`src/rtl/fat16_cluster_allocator_macros.svh`:
```
// Assertion helpers shared by the allocator RTL.
// Each helper takes a label, the clock, the active-low reset, an antecedent and a consequent.
`ifndef FAT16_CLUSTER_ALLOCATOR_MACROS_SVH
`define FAT16_CLUSTER_ALLOCATOR_MACROS_SVH

`ifndef SYNTHESIS

// Consequent must hold in the same cycle as the antecedent.
`define FATCA_ASSERT_IMPLIES(label, clk, rst_n, ante, cons) \
    label: assert property (@(posedge clk) disable iff (!(rst_n)) (ante) |-> (cons)) \
        else $error("fatca: same-cycle check failed");

// Consequent must hold in the cycle after the antecedent.
`define FATCA_ASSERT_NEXT(label, clk, rst_n, ante, cons) \
    label: assert property (@(posedge clk) disable iff (!(rst_n)) (ante) |=> (cons)) \
        else $error("fatca: next-cycle check failed");

`else

`define FATCA_ASSERT_IMPLIES(label, clk, rst_n, ante, cons)
`define FATCA_ASSERT_NEXT(label, clk, rst_n, ante, cons)

`endif

`endif

```
`src/rtl/fatca_pkg.sv`:
```
package fatca_pkg;

    localparam int DATA_W          = 16;
    localparam int TABLE_DEPTH_DEF = 65536;
    localparam int APB_AW          = 3;
    localparam int APB_DW          = 32;

    localparam logic [DATA_W-1:0] FIRST_DATA  = 16'd2;
    localparam logic [DATA_W-1:0] END_MIN     = 16'hFFF8;
    localparam logic [DATA_W-1:0] END_MARK    = 16'hFFFF;
    localparam logic [DATA_W-1:0] MEDIA_MARK  = 16'hFFF8;
    localparam logic [DATA_W-1:0] TOTAL_RESET = 16'd4085;

    // Register select: bit APB_AW-1 of the byte address
    localparam logic REG_CLUSTER_TOTAL = 1'b0;

    typedef enum logic [2:0] {
        OP_ALLOC  = 3'd0,
        OP_READ   = 3'd1,
        OP_WRITE  = 3'd2,
        OP_FREE   = 3'd3,
        OP_COUNT  = 3'd4,
        OP_REWIND = 3'd5
    } t_op;

    typedef struct packed {
        logic              start;
        logic [DATA_W-1:0] dividend;
        logic [DATA_W-1:0] divisor;
    } t_mod_req;

    typedef struct packed {
        logic              done;
        logic [DATA_W-1:0] remainder;
    } t_mod_rsp;

endpackage

```
`src/rtl/fatca_mod_unit.sv`:
```
module fatca_mod_unit (
    input  logic                i_clk,
    input  logic                i_rst_n,
    input  fatca_pkg::t_mod_req i_req,
    output fatca_pkg::t_mod_rsp o_rsp
);
    import fatca_pkg::*;

    localparam int STEP_W = $clog2(DATA_W);

    logic              r_busy;
    logic              r_done;
    logic [STEP_W-1:0] r_step;
    logic [DATA_W-1:0] r_rem;
    logic [DATA_W-1:0] r_dvd;
    logic [DATA_W-1:0] r_div;

    logic [DATA_W:0]   s_trial;
    logic [DATA_W:0]   s_diff;
    logic              s_ge;

    // One quotient bit per cycle, restoring form
    assign s_trial = {r_rem, r_dvd[DATA_W-1]};
    assign s_ge    = s_trial >= {1'b0, r_div};
    assign s_diff  = s_trial - {1'b0, r_div};

    always_ff @(posedge i_clk) begin
        if (!i_rst_n) begin
            r_busy <= 1'b0;
            r_done <= 1'b0;
            r_step <= '0;
        end else begin
            r_done <= 1'b0;
            if (i_req.start) begin
                r_busy <= 1'b1;
                r_step <= '0;
            end else if (r_busy) begin
                r_step <= r_step + 1'b1;
                if (r_step == STEP_W'(DATA_W - 1)) begin
                    r_busy <= 1'b0;
                    r_done <= 1'b1;
                end
            end
        end
    end

    always_ff @(posedge i_clk) begin
        if (i_req.start) begin
            r_rem <= '0;
            r_dvd <= i_req.dividend;
            r_div <= i_req.divisor;
        end else if (r_busy) begin
            r_rem <= s_ge ? s_diff[DATA_W-1:0] : s_trial[DATA_W-1:0];
            r_dvd <= {r_dvd[DATA_W-2:0], 1'b0};
        end
    end

    assign o_rsp.done      = r_done;
    assign o_rsp.remainder = r_rem;

endmodule

```
`config.mk`:
```
export PLATFORM = sky130hd
export DESIGN_NAME = fatca_mod_unit
export DESIGN_NICKNAME = d
export VERILOG_FILES = /design/src/rtl/fat16_cluster_allocator_macros.svh /design/src/rtl/fatca_pkg.sv /design/src/rtl/fatca_mod_unit.sv
export SDC_FILE = /design/constraint.sdc
export NUM_CORES = 1
export LEC_CHECK = 0
export BUFFER_PORTS_ARGS = -buffer_cell sky130_fd_sc_hd__clkbuf_2
export CAP_MARGIN = 20
export CORE_MARGIN = 5
export CORE_UTILIZATION = 60
export CTS_CLUSTER_DIAMETER = 80
export DETAILED_ROUTE_END_ITERATION = 6
export HOLD_SLACK_MARGIN = 0.06
export PLACE_DENSITY = 0.87
export SYNTH_ARGS = -nofsm -noshare
export SYNTH_HDL_FRONTEND = slang
export SYNTH_SLANG_ARGS = --single-unit
```
`constraint.sdc`:
```
create_clock -name i_clk -period 7 [get_ports i_clk]
set_clock_uncertainty 0.15 [all_clocks]
set_input_delay 0.7 -clock i_clk [delete_from_list [all_inputs] [get_ports i_clk]]
set_output_delay 0.7 -clock i_clk [all_outputs]
set_load 0.01 [all_outputs]
```
# After elaboration in Yosys (flattened, before gate mapping)

Index checks and enable logic that the tools add are counted.

Register bits: 54
Bits in latches: 0
Memory bits (writable): 0
Bits in read-only memories: 0
Input bits: 35
Output and inout port bits: 17
Word-level logic and storage cells: 22
Memories: 0

Add/subtract/negate cells: 2
$mul: 0
Div/mod/pow operators: 0
Magnitude comparators: 1
Equal/unequal tests: 1
Shift-type cells: 0
Multiplexer cells: 7
Bitwise operators: 2
Reduce and logical (&&, ||, !) cells: 3

Operators by type and width:

| kind                                                           | number |
|---|---|
| 16-bit two-way mux                                             | 3 |
| 17-bit by 16-bit greater-or-equal comparator with 1-bit output | 1 |
| 16-bit subtractor                                              | 1 |
| 4-bit by 1-bit adder with 4-bit output, second input constant  | 1 |
| 4-bit equality test, second input constant                     | 1 |
| 1-bit two-way mux                                              | 4 |
| 3-bit OR reduction                                             | 1 |
| 1-bit inverter                                                 | 2 |
| 2-bit nonzero test                                             | 1 |
| 2-bit OR reduction                                             | 1 |

# Depth between registers and ports, before layout

Gate-level depths: netlist of the first run.

Word-level depth: 4
Gate-level depth with buffers: 12
Depth with buffers taken out: 11

# Worst setup path after synthesis of the first run

No wires, ideal clock.

Kind: reg2reg
Start point: reg r_dvd[15]
End point: reg r_rem[14]
Setup time: 117 ps
Arrival: 2641 ps
Data required time: 6733 ps
Slack: 4092 ps
Stages on the path, launching flop included: 12
Path buffers: 0
Period minus slack after synthesis: 2908 ps
Cells stage by stage: edfxtp_1 -> inv_1 -> ha_1 -> inv_2 -> fa_1 -> a211oi_1 -> o21bai_1 -> a211o_1 -> a2111oi_4 -> nor3_1 -> or3b_1 -> a32o_1

Longest elaborated chain between the ends: 2

Ends and longest elaborated chain:

| element                                                                                             | line                                       | RTL |
|---|---|---|
| start: declaration                                                                                  | fatca_mod_unit.sv:15                       | `logic [DATA_W-1:0] r_dvd;` |
| start signal: assignment                                                                            | fatca_mod_unit.sv:50                       | `r_dvd <= i_req.dividend;` |
| start signal: assignment                                                                            | fatca_mod_unit.sv:54                       | `r_dvd <= {r_dvd[DATA_W-2:0], 1'b0};` |
| 16-bit subtractor or 17-bit by 16-bit greater-or-equal comparator with 1-bit output (tied branches) | fatca_mod_unit.sv:25, fatca_mod_unit.sv:24 |  |
| 16-bit two-way mux (*)                                                                              | fatca_mod_unit.sv:53                       | `r_rem <= s_ge ? s_diff[DATA_W-1:0] : s_trial[DATA_W-1:0];` |
| end signal: assignment                                                                              | fatca_mod_unit.sv:53                       |  |
| end: declaration                                                                                    | fatca_mod_unit.sv:14                       | `logic [DATA_W-1:0] r_rem;` |

Every way passes the cells marked *; elsewhere a longest branch is shown, timed or not.
A chain may end at the register's enable or synchronous reset.

# Worst setup path in the final report of the first run

Start point: reg r_rem[7]
End point: reg r_rem[0]

Longest elaborated chain between the ends: 2

Ends and longest elaborated chain:

| element                                                        | line                 | RTL |
|---|---|---|
| 17-bit by 16-bit greater-or-equal comparator with 1-bit output | fatca_mod_unit.sv:24 | `assign s_ge = s_trial >= {1'b0, r_div};` |
| 16-bit two-way mux                                             | fatca_mod_unit.sv:53 |  |

No other way between the ends.

==> results of run 1 <==
## layout make-up
cell class              instances  area [um^2]
clock buffers                   5         68.8
well taps                      54         67.6
clock inverters                 3         63.8
fillers                       365         1400
multi-input cells             177         1360
flip-flops and latches         54         1400
repair buffers                 53          270
inverters                      18         67.6
## power by group through the flow
stage / registers, mW / clock network, mW / logic, mW
after CTS: 0.373 / 0.246 / 0.134
after global routing: 0.375 / 0.259 / 0.148
after detailed placement: 0.380 / 0 / 0.132
after floorplan: 0.379 / 0 / 0.0966
after global placement: 0.379 / 0 / 0.128
final: 0.372 / 0.241 / 0.134
## placed cells by master (no fill, tap or decap), types with 2 or more instances in the layout
| cell type | instances |
|---|---|
| xor2_1 | 6 |
| nand2_1 | 16 |
| ha_1 | 17 |
| clkbuf_2 | 51 |
| a21o_1 | 6 |
| o21a_1 | 2 |
| a21oi_1 | 12 |
| nand4_1 | 2 |
| a32oi_1 | 4 |
| buf_4 | 2 |
| xnor2_1 | 9 |
| o21ai_1 | 4 |
| dfxtp_1 | 22 |
| nand3_1 | 6 |
| o21bai_1 | 2 |
| inv_1 | 17 |
| mux2i_1 | 10 |
| clkbuf_8 | 5 |
| o21ai_0 | 5 |
| nor2_1 | 18 |
| mux2_2 | 15 |
| a211oi_1 | 10 |
| nand2b_1 | 3 |
| bufinv_16 | 2 |
| edfxtp_1 | 32 |
| nor2b_1 | 3 |
| nor3_1 | 2 |
| o31ai_1 | 5 |
## logic make-up (layout without fill, tap and decap cells)
family,after synthesis,in the layout,share of synthesized area (%)
adder cells (fa/ha/maj),18,18,8.05
XOR/XNOR,15,15,4.55
multiplexers,26,26,9.70
flip-flops,54,54,48.5
buffers and inverters,28,79,4.55
AO/OA/AOI/OAI,62,62,15.6
AND/OR/NAND/NOR,56,56,9.09
## worst reg2reg max path, delay by kind of cell, from the launching register on
family	cells	cell delay, ps
compound gates	6	2010
mux	1	390
flops	1	350
fa+ha+maj	1	430
## routing by layer
metal / vias to the layer above / part of all wire [%]
li1: 1057 / -
met1: 1003 / 40
met2: 91 / 51
met3: 4 / 7.7
met4: 0 / 1.2
met5: - / 0
## path summary, 6_finish.rpt
check                           startpoint  slack (ps)       end  cells after the start
worst min register to register   r_step[3]         340    r_done                      2
worst max-delay path              r_rem[7]        3590  r_rem[0]                      8
worst max register to register    r_rem[7]        3590  r_rem[0]                      8
worst min-delay path             r_step[3]         340    r_done                      2
## sequential cells by signal (all words and copies together), names as in the netlist
signal,count
r_done,1
r_div,16
r_dvd,16
r_rem,16
r_busy,1
r_step,4
## through the flow
step / total power [mW] / util, % / std cells / setup WS, ps
6_report: 0.747 / 70.3 / 364 / 3590
5_1_grt: 0.783 / 70.3 / 364 / 3400
4_1_cts: 0.753 / 70.3 / 364 / 3600
3_5_place_dp: 0.512 / 67.4 / 356 / 3640
3_3_place_gp: 0.507 / 67.4 / 356 / 3820
2_1_floorplan: 0.475 / - / 259 / 4090
==> out/qor.txt, run 1 <==
Outcome: complete, no violations
Reg power frac: 49.9%
Largest net degree at the start of global routing: 47
Ys Warns: 0
Final hold violation count: 0
Number of synthesized register bits: 54
Grt met1 use: 23.7%
Pleak: 1.48 nW
Initial antenna violation count: 0
Layout area overhead: 14.1%
Delay of the slowest critical-path stage: 900 ps
Ranking of synthesized cells by area: edfxtp_1 (33%), dfxtp_1 (15%), ha_1 (7.4%)
Startpoint Class: register
Worst Path Max Fanout: 22
Area leader, netlist: edfxtp_1
Post-Syn Nets: 312
Ys async rst share: 0%
Fin nets: 362
Cell with the most instances after synthesis: edfxtp_1
CTS Buf Count: 5
Die extent in y: 79.4 um
Crit-path slowest cell: o31a_1
Post-route cell area: 3300 um^2
Synth unique cells: 48
Post-synth EDFFs: 32
Worst hold path type: reg2reg
Setup violations, final: 0
CTS Buffer Depth: 2
Total gr overflow: 0
Tightest Pin Transition: 1030 ps
Wire length of the first global-routing pass: 9630 um
CTS H-Tree Depth: 2
Detail Route Antenna Nets: 0
Cell-by-cell listing of the critical path: ha_1 > a21oi_1 > o21ai_1 > a31o_1 > a41oi_1 > o31a_1 > mux2_1 > a211oi_1
Fin. max-slew vios: 0
Routed vias: 2155
Unrepaired setup endpoints after global routing: no
Crit path required time: 7070 ps
Clk slew on worst S/H paths: 100 ps
Synth top area share: 33.2%
Clk pwr share: 32.2%
Final min period: 3410 ps
Grt met2 use: 33.5%
Vias per Instance: 5.92
Drt pass-1 iters: 5
Max-slew headroom: 31.4%
Max-cap violations: 0
DRC Markers: 0
Arrival @ worst endpoint: 3480 ps
Post-synth top cells: edfxtp_1 (32), dfxtp_1 (22), nor2_1 (18)
GRT Total Usage: 19.5%
Drt initial violations: 129
Hpwl dp: 4190 um
Worst skew pair latency: 300 ps
I/O Pins: 52
Fmax: 293 MHz
Most Used Layer, Global Route: met2
Post-cts sizing count: 0
Worst path top cell family by delay: compound AO/OA/AOI/OAI gates
Ys flop type: edfxtp_1
Mapped Cells: 259
Syn_area_per_cell: 11.2 um^2
WL final: 5730 um
Period utilization: 48.7%
Post-CTS Repair Setup Buffers: 0
GR Util met3: 5.53%
GPL Wtd Cong: 0.947
WL per Instance: 15.7 um
Cell Rows: 25
Crit path kind: reg2reg
Core area: 4690 um^2
Port Buffers: 51
VDD IR max: 131 uV
Placed cell areas: 3160 um^2
Post-Synthesis Cell Area: 2890 um^2
PD cells: 227 nW/um^2
Switching Power: 0.183 mW
Die X: 79.4 um
Combinational share of power: 17.9%
Switch share: 24.5%
Diode count: 0
Cell Int Power: 0.564 mW
TritonCTS Sinks: 54
Vias in the first global route: 2090
Final setup TNS: 0 ps
Register area share after synthesis: 48.5%
Starting Density: 61.6%
CTS root buf: clkbuf_8
Worst hold margin: 335 ps
Buf/Inv on CP: 0
CTS tree: yes
Hold-fix buffers at CTS: 0
Worst setup EP type: register
Full die area: 6310 um^2
Share of cells above drive strength 1: 25.2%
Power figures use the tool's default switching activity.
==> run 2: changes to the inputs <==
- CORE_UTILIZATION: 60 -> 50
- PLACE_DENSITY: 0.87 -> 0.78
- clock period: 7 -> 3 ns (I/O delays scaled with it)
==> out/qor.txt, run 2 (same netlist as run 1, synthesis figures left out) <==
TritonCTS Sinks: 54 (unchanged)
Share of cells above drive strength 1: 26.6% (+1.5 points)
Initial antenna violation count: 0 (unchanged)
DRC Markers: 0 (unchanged)
Setup violations, final: 0 (unchanged)
Die extent in y: 86.0 um (+8.3%)
PD cells: 481 nW/um^2 (+110%)
Grt met1 use: 22.0% (-1.7 points)
Drt pass-1 iters: 4 (-1)
Most frequent cells in the layout: clkbuf_2 (51), edfxtp_1 (32), dfxtp_1 (22), nor2_1 (18)
Die X: 86.0 um (+8.3%)
Arrival @ worst endpoint: 2930 ps (-550 ps)
Max-slew headroom: 61.6% (+30 points)
Fmax: 348 MHz (+19%)
Power Total: 1.70 mW (+130%)
Fin nets: 386 (+6.6%)
Largest net degree at the start of global routing: 46 (-2.1%)
Pleak: 1.58 nW (+6.5%)
Reg2reg path depth: 11 (+3)
Diode count: 0 (unchanged)
GRT Total Usage: 16.9% (-2.7 points)
Worst hold margin: 76.9 ps (-258 ps)
WL per Instance: 14.5 um (-7.7%)
VDD IR max: 304 uV (+130%)
Startpoint Class: register
Worst R2R Setup Slack: 120 ps (-3470 ps)
Worst setup EP type: register
Starting Density: 51.9% (-9.7 points)
Endpoint of the worst-slack reg-to-reg timing path: r_rem[14]
Core area: 5570 um^2 (+19%)
CTS Buf Count: 5 (unchanged)
Hold_sp: i_rst_n
Most Used Layer, Global Route: met2
Routed vias: 2180 (+1.2%)
Total gr overflow: 0 (unchanged)
Vias per Instance: 5.37 (-9.3%)
Hpwl dp: 4260 um (+1.6%)
Fill count: 469 (+28%)
CTS root buf: clkbuf_8
Post-route cell area: 3530 um^2 (+7.1%)
Cell Rows: 27 (+8.0%)
WHS Endpoint: r_busy
WL final: 5900 um (+2.9%)
Worst Path Max Fanout: 2 (-91%)
Hold path depth: 2 (unchanged)
Placed cell areas: 3240 um^2 (+2.4%)
CTS Buffer Depth: 2 (unchanged)
Final min period: 2880 ps (-535 ps)
Crit path required time: 3050 ps (-4020 ps)
Max-cap violations: 0 (unchanged)
Vias in the first global route: 2114 (+1.1%)
GR Util met3: 5.19% (-0.34 points)
Final hold violation count: 0 (unchanged)
Port Buffers: 51 (unchanged)
RR Startpoint: r_dvd[15]
Biggest regs: r_div: 16 flops, r_dvd: 16 flops, r_rem: 16 flops
Worst Setup SP: r_dvd[15]
CTS H-Tree Depth: 2 (unchanged)
Drt initial violations: 154 (+19%)
I/O Pins: 52 (unchanged)
Outcome: complete, no violations
Worst hold path type: in2reg
Period utilization: 95.9% (+47 points)
Unrepaired setup endpoints after global routing: yes
Layout area overhead: 22.2%
Worst skew pair latency: 310 ps (about the same)
Full die area: 7400 um^2 (+17%)
Tightest Pin Transition: 575 ps (-454 ps)
Grt met2 use: 27.5% (-6.0 points)
GPL Wtd Cong: 0.958 (+1.2%)
Wire length of the first global-routing pass: 10000 um (+3.9%)
Crit path kind: reg2reg
CTS tree: yes
Clk slew on worst S/H paths: 100 ps (about the same)
Commonest non-fill, non-tap cell in the layout: clkbuf_2
Detail Route Antenna Nets: 0 (unchanged)
Fin. max-slew vios: 0 (unchanged)
run 2: layout make-up:
cell class                      instances  area [um^2]  share of cell area [%]
Sequential cell                        54         1400                    39.7
Multi-Input combinational cell        177         1370                    38.8
Timing Repair Buffer                   77          490                    13.9
Tap cell                               72         90.1                    2.55
Clock buffer                            5         68.8                    1.95
Inverter                               18         67.6                    1.91
Clock inverter                          3         42.5                    1.20
run 2: per-layer routing:
metal / part of all wire, % / vias up
li1: - / 1102
met1: 45 / 1003
met2: 47 / 66
met3: 6.9 / 9
met4: 1.5 / 0
met5: 0 / -
run 2: worst max-delay path by stage:
stage                      endpoint  slack, ps  cells after the start
after floorplan           r_rem[14]         90                     11
after global placement    r_rem[14]         50                     11
after detailed placement  r_rem[14]         -5                     11
after CTS                 r_rem[14]          9                     11
after global routing      r_rem[14]        -30                     11
final                     r_rem[14]        120                     11
run 2: per-stage QoR:
stage / util [%] / worst slack [ps] / instances / setup TNS, ps
6_report: 63.4 / 123 / 406 / 0
5_1_grt: 63.4 / -34.1 / 406 / -34.1
4_1_cts: 63.3 / 8.70 / 406 / 0
3_5_place_dp: 58.1 / -4.97 / 381 / -4.97
3_3_place_gp: 58.1 / 53.9 / 381 / 0
2_1_floorplan: - / 92.0 / 259 / 0
run 2: power breakdown:
group	switching, mW	total, mW	internal (mW)
registers	0.0236	0.868	0.844
logic	0.178	0.343	0.165
clock network	0.238	0.487	0.249
run 2: timing repair:
action	4_1_cts	5_1_grt
resized for setup	2	1
gates cloned	0	0
hold endpoints to repair	16	0
pin swaps	1	3
setup endpoints to repair	1	2
hold buffers	16	0
setup buffers	1	0
run 2: worst max-delay path, stage by stage (launching register included):
cell	delay, ps
edfxtp_1	370
inv_1	80
ha_1	160
inv_2	50
fa_2	350
a211oi_2	220
o21bai_1	110
a211o_1	320
a2111oi_4	330
nor3_1	80
or3b_1	350
a32o_1	220
==> run 3: changes to the inputs <==
- CORE_UTILIZATION: 50 -> 56
- PLACE_DENSITY: 0.78 -> 0.82
- clock period: 3 -> 2.9 ns (I/O delays scaled with it)
==> out/qor.txt, run 3 (same netlist as run 1, synthesis figures left out) <==
Startpoint Class: register
Final setup TNS: -0.903 ps (-0.903 ps)
Reg2reg path depth: 11 (unchanged)
Crit path required time: 2940 ps (-110 ps)
Hold path depth: 2 (unchanged)
Detail Route Antenna Nets: 0 (unchanged)
CTS Buffer Depth: 2 (unchanged)
GPL Wtd Cong: 0.873 (-8.9%)
Max-cap violations: 0 (unchanged)
Final min period: 2900 ps (+24.0 ps)
Drt pass-1 iters: 4 (unchanged)
Starting Density: 57.0% (+5.1 points)
Hpwl dp: 4300 um (+1.0%)
WL per Instance: 14.3 um (-1.7%)
Initial antenna violation count: 0 (unchanged)
Hold_sp: i_rst_n
Worst Path Max Fanout: 2 (unchanged)
Placed cells: 382 (+0.26%)
CTS tree: yes
Endpoint of the worst-slack reg-to-reg timing path: r_rem[14]
Routed vias: 2221 (+1.9%)
Die extent in y: 81.8 um (-4.9%)
Commonest non-fill, non-tap cell in the layout: clkbuf_2
VDD IR max: 349 uV (+15%)
Setup violations, final: 1 (+1)
Vias per Instance: 5.47 (+1.9%)
Fin nets: 388 (+0.52%)
Vias in the first global route: 2278 (+7.8%)
Post-route insts no fill: 406 (unchanged)
Failing checks: negative setup slack
Power Total: 1.67 mW (-1.9%)
Pleak: 1.58 nW (about the same)
Crit path kind: reg2reg
Worst hold path type: in2reg
Port Buffers: 51 (unchanged)
Outcome: finished with violations
GRT Total Usage: 19.2% (+2.3 points)
Tightest Pin Transition: 612 ps (+36.9 ps)
Worst setup EP type: register
Worst R2R Setup Slack: -0.9 ps (-120 ps)
Placed cell areas: 3260 um^2 (+0.70%)
Fin. max-slew vios: 0 (unchanged)
PD cells: 474 nW/um^2 (-1.4%)
Die X: 81.8 um (-4.9%)
Worst Setup SP: r_dvd[15]
Largest net degree at the start of global routing: 46 (unchanged)
Arrival @ worst endpoint: 2940 ps (about the same)
Final worst slack: -0.903 ps (-124 ps)
Most frequent cells in the layout: clkbuf_2 (51), edfxtp_1 (32), dfxtp_1 (22), nor2_1 (18)
Max-slew headroom: 59.2% (-2.5 points)
Core area: 5070 um^2 (-9.0%)
WHS Endpoint: r_busy
Biggest regs: r_div: 16 flops, r_dvd: 16 flops, r_rem: 16 flops
Full die area: 6700 um^2 (-9.5%)
Total gr overflow: 0 (unchanged)
Worst hold margin: 73.5 ps (-3.41 ps)
WL final: 5800 um (-1.7%)
Wire length of the first global-routing pass: 10000 um (unchanged)
Unrepaired setup endpoints after global routing: yes
Cell Rows: 26 (-3.7%)
Worst skew pair latency: 300 ps (about the same)
Period utilization: 100% (+4.1 points)
Layout area overhead: 21.6%
CTS H-Tree Depth: 2 (unchanged)
CTS root buf: clkbuf_8
Share of cells above drive strength 1: 27.1% (+0.44 points)
Final hold violation count: 0 (unchanged)
Fmax: 345 MHz (-0.83%)
I/O Pins: 52 (unchanged)
CTS Buf Count: 5 (unchanged)
Post-route cell area: 3510 um^2 (-0.50%)
Drt initial violations: 83 (-46%)
Diode count: 0 (unchanged)
DRC Markers: 0 (unchanged)
RR Startpoint: r_dvd[15]
Clk slew on worst S/H paths: 100 ps (about the same)
TritonCTS Sinks: 54 (unchanged)
## run 3: cell count changes in the layout (fill, tap and decap cells not counted)
cell       change
bufinv_16      -1
clkinv_1       -1
buf_4          +2
a31oi_2        -1
a31oi_1        +1
clkinv_2       +2
## run 3: metal layers
layer  GRT usage, %  wire (um)
met3           4.82        334
met2           33.2       2880
met5              0          0
met4           6.81        115
met1           23.1       2470
## run 3: repair_timing
action | CTS | global route
hold buffers | 16 | 0
cloned | 0 | 0
endpoints found under the setup margin | 1 | 1
pin swaps | 2 | 0
endpoints found under the hold margin | 16 | 0
resized for setup | 1 | 0
setup buffers | 0 | 0
## run 3: area by class of cell
type                       count  area, um^2
timing repair buffer          79         505
fill                         392        1560
clock inverter                 3        18.8
clock buffer                   5        68.8
tap                           70        87.6
sequential                    54        1400
multi-input combinational    177        1370
inverter                      18        67.6
## run 3: through the flow
| step | setup WS [ps] | util [%] |
|---|---|---|
| 6_report | -0.903 | 69.3 |
| 5_1_grt | -192 | 69.3 |
| 4_1_cts | 11.9 | 69.3 |
| 3_5_place_dp | -64.9 | 64.3 |
| 3_3_place_gp | -9.02 | 64.3 |
| 2_1_floorplan | 18.0 | - |
## run 3: worst max-delay path by stage
stage and end:
4_1_cts r_rem[14], 2_1_floorplan r_rem[14], 6_report r_rem[14], 3_5_place_dp r_rem[14]
5_1_grt r_rem[14], 3_3_place_gp r_rem[14]
## run 3: critical path: stages (launching register included)
cell and delay (ps):
edfxtp_1 370, inv_1 70, ha_1 160, inv_2 50, fa_2 350, a211oi_2 220
o21bai_1 110, a211o_1 310, a2111oi_4 330, nor3_1 80, or3b_1 360, a32o_1 230
## run 3: where the power goes
| part | switching [mW] | internal, mW |
|---|---|---|
| Combinational | 0.184 | 0.174 |
| Sequential | 0.0252 | 0.873 |
| Clock | 0.238 | 0.170 |
| Total | 0.447 | 1.22 |
